## src/sv/cokg_pkg.sv

```systemverilog
package cokg_pkg;

   // request codes
   typedef enum logic [1:0] {
      OP_LOAD     = 2'd0,
      OP_SET      = 2'd1,
      OP_RESTART  = 2'd2,
      OP_GENERATE = 2'd3
   } op_type;

   // configuration register indexes
   localparam logic [1:0] CSR_PASSWORD_LENGTH  = 2'd0;
   localparam logic [1:0] CSR_CHARSET_COUNT    = 2'd1;
   localparam logic [1:0] CSR_FIXED_PREFIX_LEN = 2'd2;

   localparam logic [7:0] END_MARK   = 8'h80;
   localparam int         CAND_BYTES = 16;
   localparam int         CAND_WORDS = 4;

   // classified request as held in the queue
   typedef struct packed {
      op_type     op;
      logic       keep;
      logic [7:0] slot;
      logic [7:0] code;
      logic [3:0] position;
      logic [7:0] digit;
   } cmd_type;

   // effective configuration, length and count already clamped
   typedef struct packed {
      logic [3:0] len;
      logic [8:0] count;
      logic [3:0] prefix;
   } cfg_type;

endpackage

```

## src/sv/cokg_ram.sv

```systemverilog
module cokg_ram #(
   parameter int WIDTH = 8,
   parameter int DEPTH = 256
) (
   input  logic                                    clock,
   input  logic                                    wr_en,
   input  logic [(DEPTH > 1 ? $clog2(DEPTH) : 1)-1:0] wr_addr,
   input  logic [WIDTH-1:0]                        wr_data,
   input  logic [(DEPTH > 1 ? $clog2(DEPTH) : 1)-1:0] rd_addr,
   output logic [WIDTH-1:0]                        rd_data
);

   logic [WIDTH-1:0] mem_ff [DEPTH];
   logic [WIDTH-1:0] rd_data_ff;

   always_ff @(posedge clock) begin
      if (wr_en) begin
         mem_ff[wr_addr] <= wr_data;
      end
      rd_data_ff <= mem_ff[rd_addr];
   end

   assign rd_data = rd_data_ff;

endmodule

```

## src/sv/cokg_front.sv

```systemverilog
module cokg_front #(
   parameter int MAX_LEN    = 15,
   parameter int TABLE_SIZE = 256
) (
   input  logic             clock,
   input  logic             reset,
   input  logic             req_valid,
   output logic             req_stall,
   input  logic [1:0]       req_op,
   input  logic [7:0]       req_table_slot,
   input  logic [7:0]       req_char_code,
   input  logic [3:0]       req_position,
   input  logic [7:0]       req_start_digit,
   output logic             q_valid,
   output cokg_pkg::cmd_type q_cmd,
   input  logic             q_pop
);

   localparam int QD = 2;

   cokg_pkg::cmd_type entry_ff [QD];
   cokg_pkg::cmd_type cmd_in;
   logic              wr_ptr_ff, wr_ptr_in;
   logic              rd_ptr_ff, rd_ptr_in;
   logic [1:0]        count_ff, count_in;
   logic              push;

   // classify: out-of-range loads and sets become no-ops
   always_comb begin
      cmd_in.op       = cokg_pkg::op_type'(req_op);
      cmd_in.slot     = req_table_slot;
      cmd_in.code     = req_char_code;
      cmd_in.position = req_position;
      cmd_in.digit    = req_start_digit;
      case (cmd_in.op)
         cokg_pkg::OP_LOAD: cmd_in.keep = {1'b0, req_table_slot} < 9'(TABLE_SIZE);
         cokg_pkg::OP_SET:  cmd_in.keep = {1'b0, req_position} < 5'(MAX_LEN);
         default:           cmd_in.keep = 1'b1;
      endcase
   end

   assign req_stall = (count_ff == 2'(QD));
   assign push      = req_valid & ~req_stall;
   assign q_valid   = (count_ff != 2'd0);
   assign q_cmd     = entry_ff[rd_ptr_ff];

   always_comb begin
      wr_ptr_in = wr_ptr_ff ^ push;
      rd_ptr_in = rd_ptr_ff ^ q_pop;
      count_in  = count_ff + 2'(push) - 2'(q_pop);
   end

   always_ff @(posedge clock) begin
      if (push) begin
         entry_ff[wr_ptr_ff] <= cmd_in;
      end
      if (reset) begin
         wr_ptr_ff <= 1'b0;
         rd_ptr_ff <= 1'b0;
         count_ff  <= 2'd0;
      end else begin
         wr_ptr_ff <= wr_ptr_in;
         rd_ptr_ff <= rd_ptr_in;
         count_ff  <= count_in;
      end
   end

endmodule

```

## src/sv/cokg_back.sv

```systemverilog
module cokg_back #(
   parameter int MAX_LEN    = 15,
   parameter int TABLE_SIZE = 256
) (
   input  logic              clock,
   input  logic              reset,
   input  cokg_pkg::cfg_type cfg,
   input  logic              q_valid,
   input  cokg_pkg::cmd_type q_cmd,
   output logic              q_pop,
   output logic              rsp_valid,
   input  logic              rsp_stall,
   output logic [31:0]       rsp_word0,
   output logic [31:0]       rsp_word1,
   output logic [31:0]       rsp_word2,
   output logic [31:0]       rsp_word3,
   output logic              rsp_exhausted
);

   localparam int DIW = MAX_LEN > 1 ? $clog2(MAX_LEN) : 1;
   localparam int TAW = $clog2(TABLE_SIZE);

   typedef enum logic [1:0] {
      S_IDLE,
      S_FETCH,
      S_ADVANCE,
      S_EMIT
   } state_type;

   state_type   state_ff, state_in;
   logic [7:0]  digit_ff [MAX_LEN];
   logic [7:0]  digit_in [MAX_LEN];
   logic [7:0]  bytes_ff [cokg_pkg::CAND_BYTES];
   logic [7:0]  bytes_in [cokg_pkg::CAND_BYTES];
   logic [31:0] words_ff [cokg_pkg::CAND_WORDS];
   logic [31:0] words_in [cokg_pkg::CAND_WORDS];
   logic        done_ff, done_in;
   logic [3:0]  rd_idx_ff, rd_idx_in;
   logic [3:0]  adv_pos_ff, adv_pos_in;
   logic        pend_ff, pend_in;
   logic [3:0]  pend_idx_ff, pend_idx_in;
   logic        oob_ff, oob_in;
   logic        out_valid_ff, out_valid_in;
   logic        exh_ff, exh_in;

   logic [7:0]     rd_digit;
   logic [7:0]     adv_digit;
   logic [8:0]     adv_sum;
   logic           ram_we;
   logic [TAW-1:0] ram_raddr;
   logic [7:0]     ram_rdata;

   assign rd_digit  = digit_ff[rd_idx_ff[DIW-1:0]];
   assign adv_digit = digit_ff[adv_pos_ff[DIW-1:0]];
   assign adv_sum   = {1'b0, adv_digit} + 9'd1;
   assign ram_raddr = rd_digit[TAW-1:0];

   cokg_ram #(
      .WIDTH (8),
      .DEPTH (TABLE_SIZE)
   ) u_table (
      .clock   (clock),
      .wr_en   (ram_we),
      .wr_addr (q_cmd.slot[TAW-1:0]),
      .wr_data (q_cmd.code),
      .rd_addr (ram_raddr),
      .rd_data (ram_rdata)
   );

   always_comb begin
      state_in     = state_ff;
      digit_in     = digit_ff;
      bytes_in     = bytes_ff;
      words_in     = words_ff;
      done_in      = done_ff;
      rd_idx_in    = rd_idx_ff;
      adv_pos_in   = adv_pos_ff;
      pend_in      = 1'b0;
      pend_idx_in  = pend_idx_ff;
      oob_in       = oob_ff;
      out_valid_in = out_valid_ff & rsp_stall;
      exh_in       = exh_ff;
      q_pop        = 1'b0;
      ram_we       = 1'b0;

      // table read data lands in the cycle after the fetch
      if (pend_ff) begin
         bytes_in[pend_idx_ff] = oob_ff ? 8'd0 : ram_rdata;
      end

      case (state_ff)
         S_IDLE: begin
            if (q_valid) begin
               q_pop = 1'b1;
               case (q_cmd.op)
                  cokg_pkg::OP_LOAD: begin
                     ram_we = q_cmd.keep;
                  end
                  cokg_pkg::OP_SET: begin
                     if (q_cmd.keep) begin
                        digit_in[q_cmd.position[DIW-1:0]] = q_cmd.digit;
                     end
                  end
                  cokg_pkg::OP_RESTART: begin
                     for (int i = 0; i < MAX_LEN; i++) begin
                        digit_in[i] = 8'd0;
                     end
                     done_in = 1'b0;
                  end
                  cokg_pkg::OP_GENERATE: begin
                     for (int i = 0; i < cokg_pkg::CAND_BYTES; i++) begin
                        bytes_in[i] = 8'd0;
                     end
                     bytes_in[cfg.len] = cokg_pkg::END_MARK;
                     rd_idx_in  = 4'd0;
                     adv_pos_in = cfg.len - 4'd1;
                     state_in   = (cfg.len == 4'd0) ? S_ADVANCE : S_FETCH;
                  end
                  default: begin
                     state_in = S_IDLE;
                  end
               endcase
            end
         end
         S_FETCH: begin
            pend_in     = 1'b1;
            pend_idx_in = rd_idx_ff;
            oob_in      = {1'b0, rd_digit} >= 9'(TABLE_SIZE);
            if (rd_idx_ff == cfg.len - 4'd1) begin
               state_in = S_ADVANCE;
            end else begin
               rd_idx_in = rd_idx_ff + 4'd1;
            end
         end
         S_ADVANCE: begin
            // one position of the carry walk per cycle
            if (cfg.len == 4'd0) begin
               done_in  = 1'b1;
               state_in = S_EMIT;
            end else if (adv_sum < cfg.count) begin
               digit_in[adv_pos_ff[DIW-1:0]] = adv_sum[7:0];
               state_in = S_EMIT;
            end else begin
               digit_in[adv_pos_ff[DIW-1:0]] = 8'd0;
               if (adv_pos_ff == 4'd0 || adv_pos_ff <= cfg.prefix) begin
                  done_in  = 1'b1;
                  state_in = S_EMIT;
               end else begin
                  adv_pos_in = adv_pos_ff - 4'd1;
               end
            end
         end
         S_EMIT: begin
            if (!out_valid_ff || !rsp_stall) begin
               out_valid_in = 1'b1;
               for (int k = 0; k < cokg_pkg::CAND_WORDS; k++) begin
                  words_in[k] = {bytes_ff[4*k+3], bytes_ff[4*k+2],
                                 bytes_ff[4*k+1], bytes_ff[4*k]};
               end
               exh_in   = done_ff;
               state_in = S_IDLE;
            end
         end
         default: begin
            state_in = S_IDLE;
         end
      endcase
   end

   always_ff @(posedge clock) begin
      bytes_ff    <= bytes_in;
      words_ff    <= words_in;
      rd_idx_ff   <= rd_idx_in;
      adv_pos_ff  <= adv_pos_in;
      pend_idx_ff <= pend_idx_in;
      oob_ff      <= oob_in;
      exh_ff      <= exh_in;
      if (reset) begin
         state_ff     <= S_IDLE;
         for (int i = 0; i < MAX_LEN; i++) begin
            digit_ff[i] <= 8'd0;
         end
         done_ff      <= 1'b0;
         pend_ff      <= 1'b0;
         out_valid_ff <= 1'b0;
      end else begin
         state_ff     <= state_in;
         digit_ff     <= digit_in;
         done_ff      <= done_in;
         pend_ff      <= pend_in;
         out_valid_ff <= out_valid_in;
      end
   end

   assign rsp_valid     = out_valid_ff;
   assign rsp_word0     = words_ff[0];
   assign rsp_word1     = words_ff[1];
   assign rsp_word2     = words_ff[2];
   assign rsp_word3     = words_ff[3];
   assign rsp_exhausted = exh_ff;

`ifndef SYNTHESIS
   // exhausted flag is sticky until a restart leaves the queue
   a_done_sticky: assert property (@(posedge clock) disable iff (reset)
      done_ff && !(q_pop && q_cmd.op == cokg_pkg::OP_RESTART) |=> done_ff)
      else $error("exhausted flag dropped without restart");

   // a new response only follows the emit step
   a_rsp_from_emit: assert property (@(posedge clock) disable iff (reset)
      $rose(out_valid_ff) |-> $past(state_ff == S_EMIT))
      else $error("response raised outside emit");

   // table data is only captured for a fetch issued the cycle before
   a_pend_after_fetch: assert property (@(posedge clock) disable iff (reset)
      pend_ff |-> $past(state_ff == S_FETCH))
      else $error("table capture without fetch");

   // the queue is not popped while a generate request is in flight
   a_pop_idle: assert property (@(posedge clock) disable iff (reset)
      (state_ff == S_FETCH || state_ff == S_ADVANCE) |-> !q_pop)
      else $error("queue popped mid generate");
`endif

endmodule

```

## src/sv/charset_odometer_key_generator_unit.sv

```systemverilog
// channel   direction  handshake            payload
// req_      in         req_valid/req_stall  op, table_slot, char_code, position, start_digit
// rsp_      out        rsp_valid/rsp_stall  word0..word3, exhausted
// csr_      in         csr_valid/csr_ready  csr_index, csr_data
//
// load, set and restart requests complete in the back end's idle state as they are popped
// a generate request steps through fetch, advance and emit (no fetch for zero length): one
// table RAM read port gives one character a cycle, the carry walks one position a cycle
// a two-entry request queue lets requests in while the back end is busy
// the output register holds a response under rsp_stall; the back end waits only when it is full
// reset is synchronous, active high; no clearing pass, table entries are undefined until loaded
module charset_odometer_key_generator_unit #(
   parameter int MAX_LEN    = 15,
   parameter int TABLE_SIZE = 256
) (
   input  logic        clock,
   input  logic        reset,
   input  logic        req_valid,
   output logic        req_stall,
   input  logic [1:0]  req_op,
   input  logic [7:0]  req_table_slot,
   input  logic [7:0]  req_char_code,
   input  logic [3:0]  req_position,
   input  logic [7:0]  req_start_digit,
   output logic        rsp_valid,
   input  logic        rsp_stall,
   output logic [31:0] rsp_word0,
   output logic [31:0] rsp_word1,
   output logic [31:0] rsp_word2,
   output logic [31:0] rsp_word3,
   output logic        rsp_exhausted,
   input  logic        csr_valid,
   output logic        csr_ready,
   input  logic [1:0]  csr_index,
   input  logic [8:0]  csr_data
);

   logic [3:0] pass_len_ff, pass_len_in;
   logic [8:0] count_ff, count_in;
   logic [3:0] prefix_ff, prefix_in;

   cokg_pkg::cfg_type cfg;
   cokg_pkg::cmd_type q_cmd;
   logic              q_valid;
   logic              q_pop;

   assign csr_ready = 1'b1;

   always_comb begin
      pass_len_in = pass_len_ff;
      count_in    = count_ff;
      prefix_in   = prefix_ff;
      if (csr_valid && csr_ready) begin
         case (csr_index)
            cokg_pkg::CSR_PASSWORD_LENGTH:  pass_len_in = csr_data[3:0];
            cokg_pkg::CSR_CHARSET_COUNT:    count_in    = csr_data;
            cokg_pkg::CSR_FIXED_PREFIX_LEN: prefix_in   = csr_data[3:0];
            default:                        count_in    = count_ff;
         endcase
      end
   end

   always_ff @(posedge clock) begin
      if (reset) begin
         pass_len_ff <= 4'd1;
         count_ff    <= 9'd1;
         prefix_ff   <= 4'd0;
      end else begin
         pass_len_ff <= pass_len_in;
         count_ff    <= count_in;
         prefix_ff   <= prefix_in;
      end
   end

   // clamp length and count to what the hardware holds
   always_comb begin
      cfg.len    = (pass_len_ff > 4'(MAX_LEN)) ? 4'(MAX_LEN) : pass_len_ff;
      cfg.count  = (count_ff == 9'd0) ? 9'd1 :
                   (count_ff > 9'(TABLE_SIZE)) ? 9'(TABLE_SIZE) : count_ff;
      cfg.prefix = prefix_ff;
   end

   cokg_front #(
      .MAX_LEN    (MAX_LEN),
      .TABLE_SIZE (TABLE_SIZE)
   ) u_front (
      .clock           (clock),
      .reset           (reset),
      .req_valid       (req_valid),
      .req_stall       (req_stall),
      .req_op          (req_op),
      .req_table_slot  (req_table_slot),
      .req_char_code   (req_char_code),
      .req_position    (req_position),
      .req_start_digit (req_start_digit),
      .q_valid         (q_valid),
      .q_cmd           (q_cmd),
      .q_pop           (q_pop)
   );

   cokg_back #(
      .MAX_LEN    (MAX_LEN),
      .TABLE_SIZE (TABLE_SIZE)
   ) u_back (
      .clock         (clock),
      .reset         (reset),
      .cfg           (cfg),
      .q_valid       (q_valid),
      .q_cmd         (q_cmd),
      .q_pop         (q_pop),
      .rsp_valid     (rsp_valid),
      .rsp_stall     (rsp_stall),
      .rsp_word0     (rsp_word0),
      .rsp_word1     (rsp_word1),
      .rsp_word2     (rsp_word2),
      .rsp_word3     (rsp_word3),
      .rsp_exhausted (rsp_exhausted)
   );

endmodule

```

## config.mk

```make
export PLATFORM = sky130hd
export DESIGN_NAME = charset_odometer_key_generator_unit
export DESIGN_NICKNAME = d
export VERILOG_FILES = /design/src/sv/cokg_pkg.sv /design/src/sv/cokg_ram.sv /design/src/sv/cokg_front.sv /design/src/sv/cokg_back.sv /design/src/sv/charset_odometer_key_generator_unit.sv
export SDC_FILE = /design/constraint.sdc
export NUM_CORES = 2
export LEC_CHECK = 0
export BUFFER_PORTS_ARGS = -buffer_cell sky130_fd_sc_hd__buf_2
export CAP_MARGIN = 40
export CELL_PAD_IN_SITES_DETAIL_PLACEMENT = 2
export CELL_PAD_IN_SITES_GLOBAL_PLACEMENT = 2
export CORE_AREA = 5 5 479 481
export DETAILED_ROUTE_END_ITERATION = 8
export DIE_AREA = 0 0 484 486
export HOLD_SLACK_MARGIN = 0.08
export PLACE_DENSITY_LB_ADDON = 0.1
export SYNTH_ARGS = -nofsm -noshare
export SYNTH_HDL_FRONTEND = slang
export SYNTH_SLANG_ARGS = --single-unit
```

## constraint.sdc

```tcl
create_clock -name clock -period 14.4 [get_ports clock]
set_clock_uncertainty 0.05 [all_clocks]
set_input_delay 2.88 -clock clock [delete_from_list [all_inputs] [get_ports clock]]
set_output_delay 2.88 -clock clock [all_outputs]
set_load 0.02 [all_outputs]
```

==> summary.md <==
| Metric | Value |
|---|---|
| Mux share of post-synthesis cell area | `10.46%` |
| Post-DP HPWL | `215.6 mm` |
| Status | `complete, no violations` |
| Max-slew violation count | `0` |
| Syn_nets | `6456` |
| RSZ-0062 raised after global routing | `no` |
| Mapped cell area | `100400 um^2` |
| DRC Markers | `0` |
| Crit path time final | `7049 ps` |
| Clk pwr share | `31.9%` |
| CTS tree | `built` |
| Clock Path Buffers | `4` |
| Clock sinks | `2533` |
| Routed WL | `around 350 mm` |
| Htree depth | `5` |
| Layout cells sized above 1 | `17.49%` |
| Crit path kind | `register to register` |
| Post-Syn Area per Cell | `15.75 um^2` |
| Internal power | `0.01443 W` |
| Placeable core region | `around 220000 um^2` |
| Pwr dens | `roughly 190 nW/um^2` |
| Post-synth EDFFs | `between 2000 and 2500` |
| Worst skew pair latency | `920 ps` |
| Num CTS Buffers | `292` |
| Post-Synth Adder-Cell Area | `0.4237%` |
| DRT iter0 DRCs | `6839` |
| Actual slew at the worst max-slew pin | `about 1200 ps` |
| Hold Fails Final Rpt | `0` |
| Switching share of power | `33.71%` |
| Gate Count Post-Synth | `between 6000 and 7000` |
| Clock transition at the registers of the reported paths | `70 ps` |
| Overall routing resource usage | `29.07%` |
| DR pass1 iterations | `6` |
| Worst Setup Start Kind | `register` |
| ANT nets after route | `0` |
| Die ar. | `235200 um^2` |
| Simple-gate share of the synthesized area | `about 7.7%` |
| First-pass GRT wire length | `501.0 mm` |
| Synth Area in Compound Gates | `6.312%` |
| Part of the Yosys area used for sequential elements | `72.94%` |
| Asr flop ratio synth | `0%` |
| WP data required | `15160 ps` |
| Largest family of logic cells by synthesized area | `multiplexers` |
| Tightest Hold Check Type | `register to register` |
| LEAKAGE | `37.33 nW` |
| Total grt overflow | `0` |
| Setup TNS | `0 ps` |
| I/O pins | `around 180` |
| Root Buffer | `clkbuf_16` |
| Ys Warns | `0` |
| Top post-synthesis cells by area | `edfxtp_1 (67%), mux4_2 (6.8%), dfxtp_1 (5.6%), mux2i_1 (3.4%), nand2_1 (3.4%)` |
| Post-route clock period utilization | `between 40% and 50%` |
| DR vias | `around 63000` |
| Vias in the first global route | `66890` |
| Site row count | `174` |
| Largest net degree at the start of global routing | `161` |
| Hold_ws | `374.7 ps` |
| Die width | `around 480 um` |
| Post-cts sizing count | `0` |
| Area leader, netlist | `edfxtp_1` |
| Postcts setup bufs | `0` |
| I/O Buffers | `176` |
| CP Max Fanout | `101` |
| Initial antenna violation count | `22` |
| Chip height | `486 um` |
| Initial Util | `44.78%` |
| Yosys top cell area share | `67.32%` |
| Yosys reg bits | `between 2000 and 3000` |
| Vias/cell | `6.306` |
| Area Growth Syn to Fin | `14.26%` |
| CP Data Arrival Time | `7810 ps` |
| Sequential Power Share | `about two fifths` |
| Switch Pwr | `approximately 0.0073 W` |
| Placer Congestion | `0.8224` |
| Maximum VDD drop | `0.1794 mV` |
| Synth cell types | `68` |
| Max cap viols | `0` |
| Critical path capture point type | `register` |
| Final net count | `6806` |
| Mean routed wirelength per cell | `35.12 um` |
| CTS Hold Bufs | `0` |
| Primary FF master, synth | `edfxtp_1` |
| Slew HR | `a little under a fifth` |
| Combinational group share of total power | `26.8%` |
| Core Util, Final | `between 50% and 60%` |
| Post-Synth XOR/XNOR Area | `0.1657%` |
| Max Clock Freq | `141.9 MHz` |
| Final Setup Violations | `0` |
[logic make-up after synthesis]
group	count (synthesis)
flip-flops	2533
buffers and inverters	455
XOR/XNOR	19
AO/OA/AOI/OAI	844
AND/OR/NAND/NOR	1822
other	1
multiplexers	668
adder cells (fa/ha/maj)	34
[layer usage]
metal	share of wire, %	up-vias	global-route usage, %	wire (um)
li1	-	25610	-	-
met1	40	33590	38.93	140600
met2	49	2722	48.82	172000
met3	6.7	663	4.554	23330
met4	3.6	8	9.799	12580
met5	0.016	-	0	56
[cell usage in the layout, fill, tap and decap left out, drive strengths merged, types with 13 or more instances in the layout]
cell type,instances
and3,27
nand3,244
edfxtp,2251
nand4,96
o211ai,65
a31oi,67
mux2,21
o31ai,14
or2,17
a2111oi,14
nand2,909
nor2,454
clkinv,94
a22o,119
o21ai,33
a22oi,145
dfxtp,282
a311oi,13
a32oi,104
xnor2,13
mux4,303
inv,48
clkbuf,384
mux2i,344
o22ai,123
ha,34
buf,466
nor2b,18
a21oi,56
[Yosys cell counts, types with 7 or more instances]
library cell  instances
a211oi_1              7
a21o_1                7
a21oi_1              56
a221oi_1              9
a22o_1              119
a22oi_1             145
a311oi_1             13
a31oi_1              67
a32o_1               10
a32oi_1             104
and2_1                7
and3_1               27
buf_1                38
buf_2                70
buf_4                29
buf_6                18
clkbuf_1            258
dfxtp_1             282
edfxtp_1           2251
ha_1                 34
inv_1                41
mux2_2               21
mux2i_1             344
mux4_2              303
nand2_1             909
nand2b_1             12
nand3_1             244
nand3b_1              7
nand4_1              96
nor2_1              454
nor2b_1              18
nor3_1               10
nor4_1               11
o211ai_1             65
o21ai_0              31
o221ai_1             12
o22ai_1             123
o31ai_1              14
o32ai_1              12
or2_2                16
xnor2_1              13
[power by group through the flow]
stage                     combinational, W  sequential, W  clock [W]
after floorplan                    0.00334        0.00914          0
after global placement             0.00540        0.00914          0
after detailed placement           0.00575        0.00914          0
final                              0.00584        0.00899    0.00694
after CTS                          0.00581        0.00898    0.00706
after global routing               0.00610        0.00900    0.00740
[worst max-delay path, cell delays in order, from the launching register on]
cell and delay (ps):
edfxtp_1 320, buf_4 570, mux2i_1 160, o221ai_1 760
a31o_4 610, buf_12 510, buf_4 690, buf_4 680
mux4_2 600, a22oi_1 200, o221ai_1 150, nor4_1 740
a311oi_1 280, a21o_1 260
[sequential cells by signal, indices dropped and copies added (netlist names), 2 cells and up]
signal,flops
u_back.u_table.mem_ff,2048
u_back.rsp_word3,32
u_front.entry_ff,62
u_front.count_ff,2
u_back.rsp_word0,32
u_back.rsp_word1,32
pass_len_ff,4
u_back.pend_idx_ff,4
u_back.u_table.rd_data,8
count_ff,9
prefix_ff,4
u_back.rd_idx_ff,4
u_back.bytes_ff,128
u_back.adv_pos_ff,4
u_back.digit_ff,120
u_back.rsp_word2,32
u_back.state_ff,2
[layout make-up]
class	count	area, um^2
well taps	2992	3744
repair buffers	469	3482
clock buffers	383	7865
diodes	6	15.01
fillers	20430	109500
flip-flops and latches	2533	73240
multi-input cells	3388	25460
inverters	42	157.7
clock inverters	113	752.0
[final timing paths]
| kind | depth (start not counted) | slack (ps) | to | start |
|---|---|---|---|---|
| max reg2reg | 13 | 7350 | u_back.u_table.rd_data[6] | u_back.rd_idx_ff[1] |
| max | 13 | 7350 | u_back.u_table.rd_data[6] | u_back.rd_idx_ff[1] |
| min | 0 | 370 | u_back.rsp_word0[7] | u_back.bytes_ff[127] |
| min reg2reg | 0 | 370 | u_back.rsp_word0[7] | u_back.bytes_ff[127] |
[metrics by stage]
stage / cells / instance area, um^2 / power [W] / setup slack [ps]
4_1_cts: 9877 / 114300 / 0.02185 / 7433
3_3_place_gp: 9247 / 104400 / 0.01454 / 7194
5_1_grt: 9921 / 114700 / 0.02250 / 7133
6_report: 9926 / 114700 / 0.02177 / 7351
2_1_floorplan: 6376 / 100400 / 0.01248 / 1370
3_5_place_dp: 9381 / 105700 / 0.01488 / 7397
(Power assumes the default switching activity.)
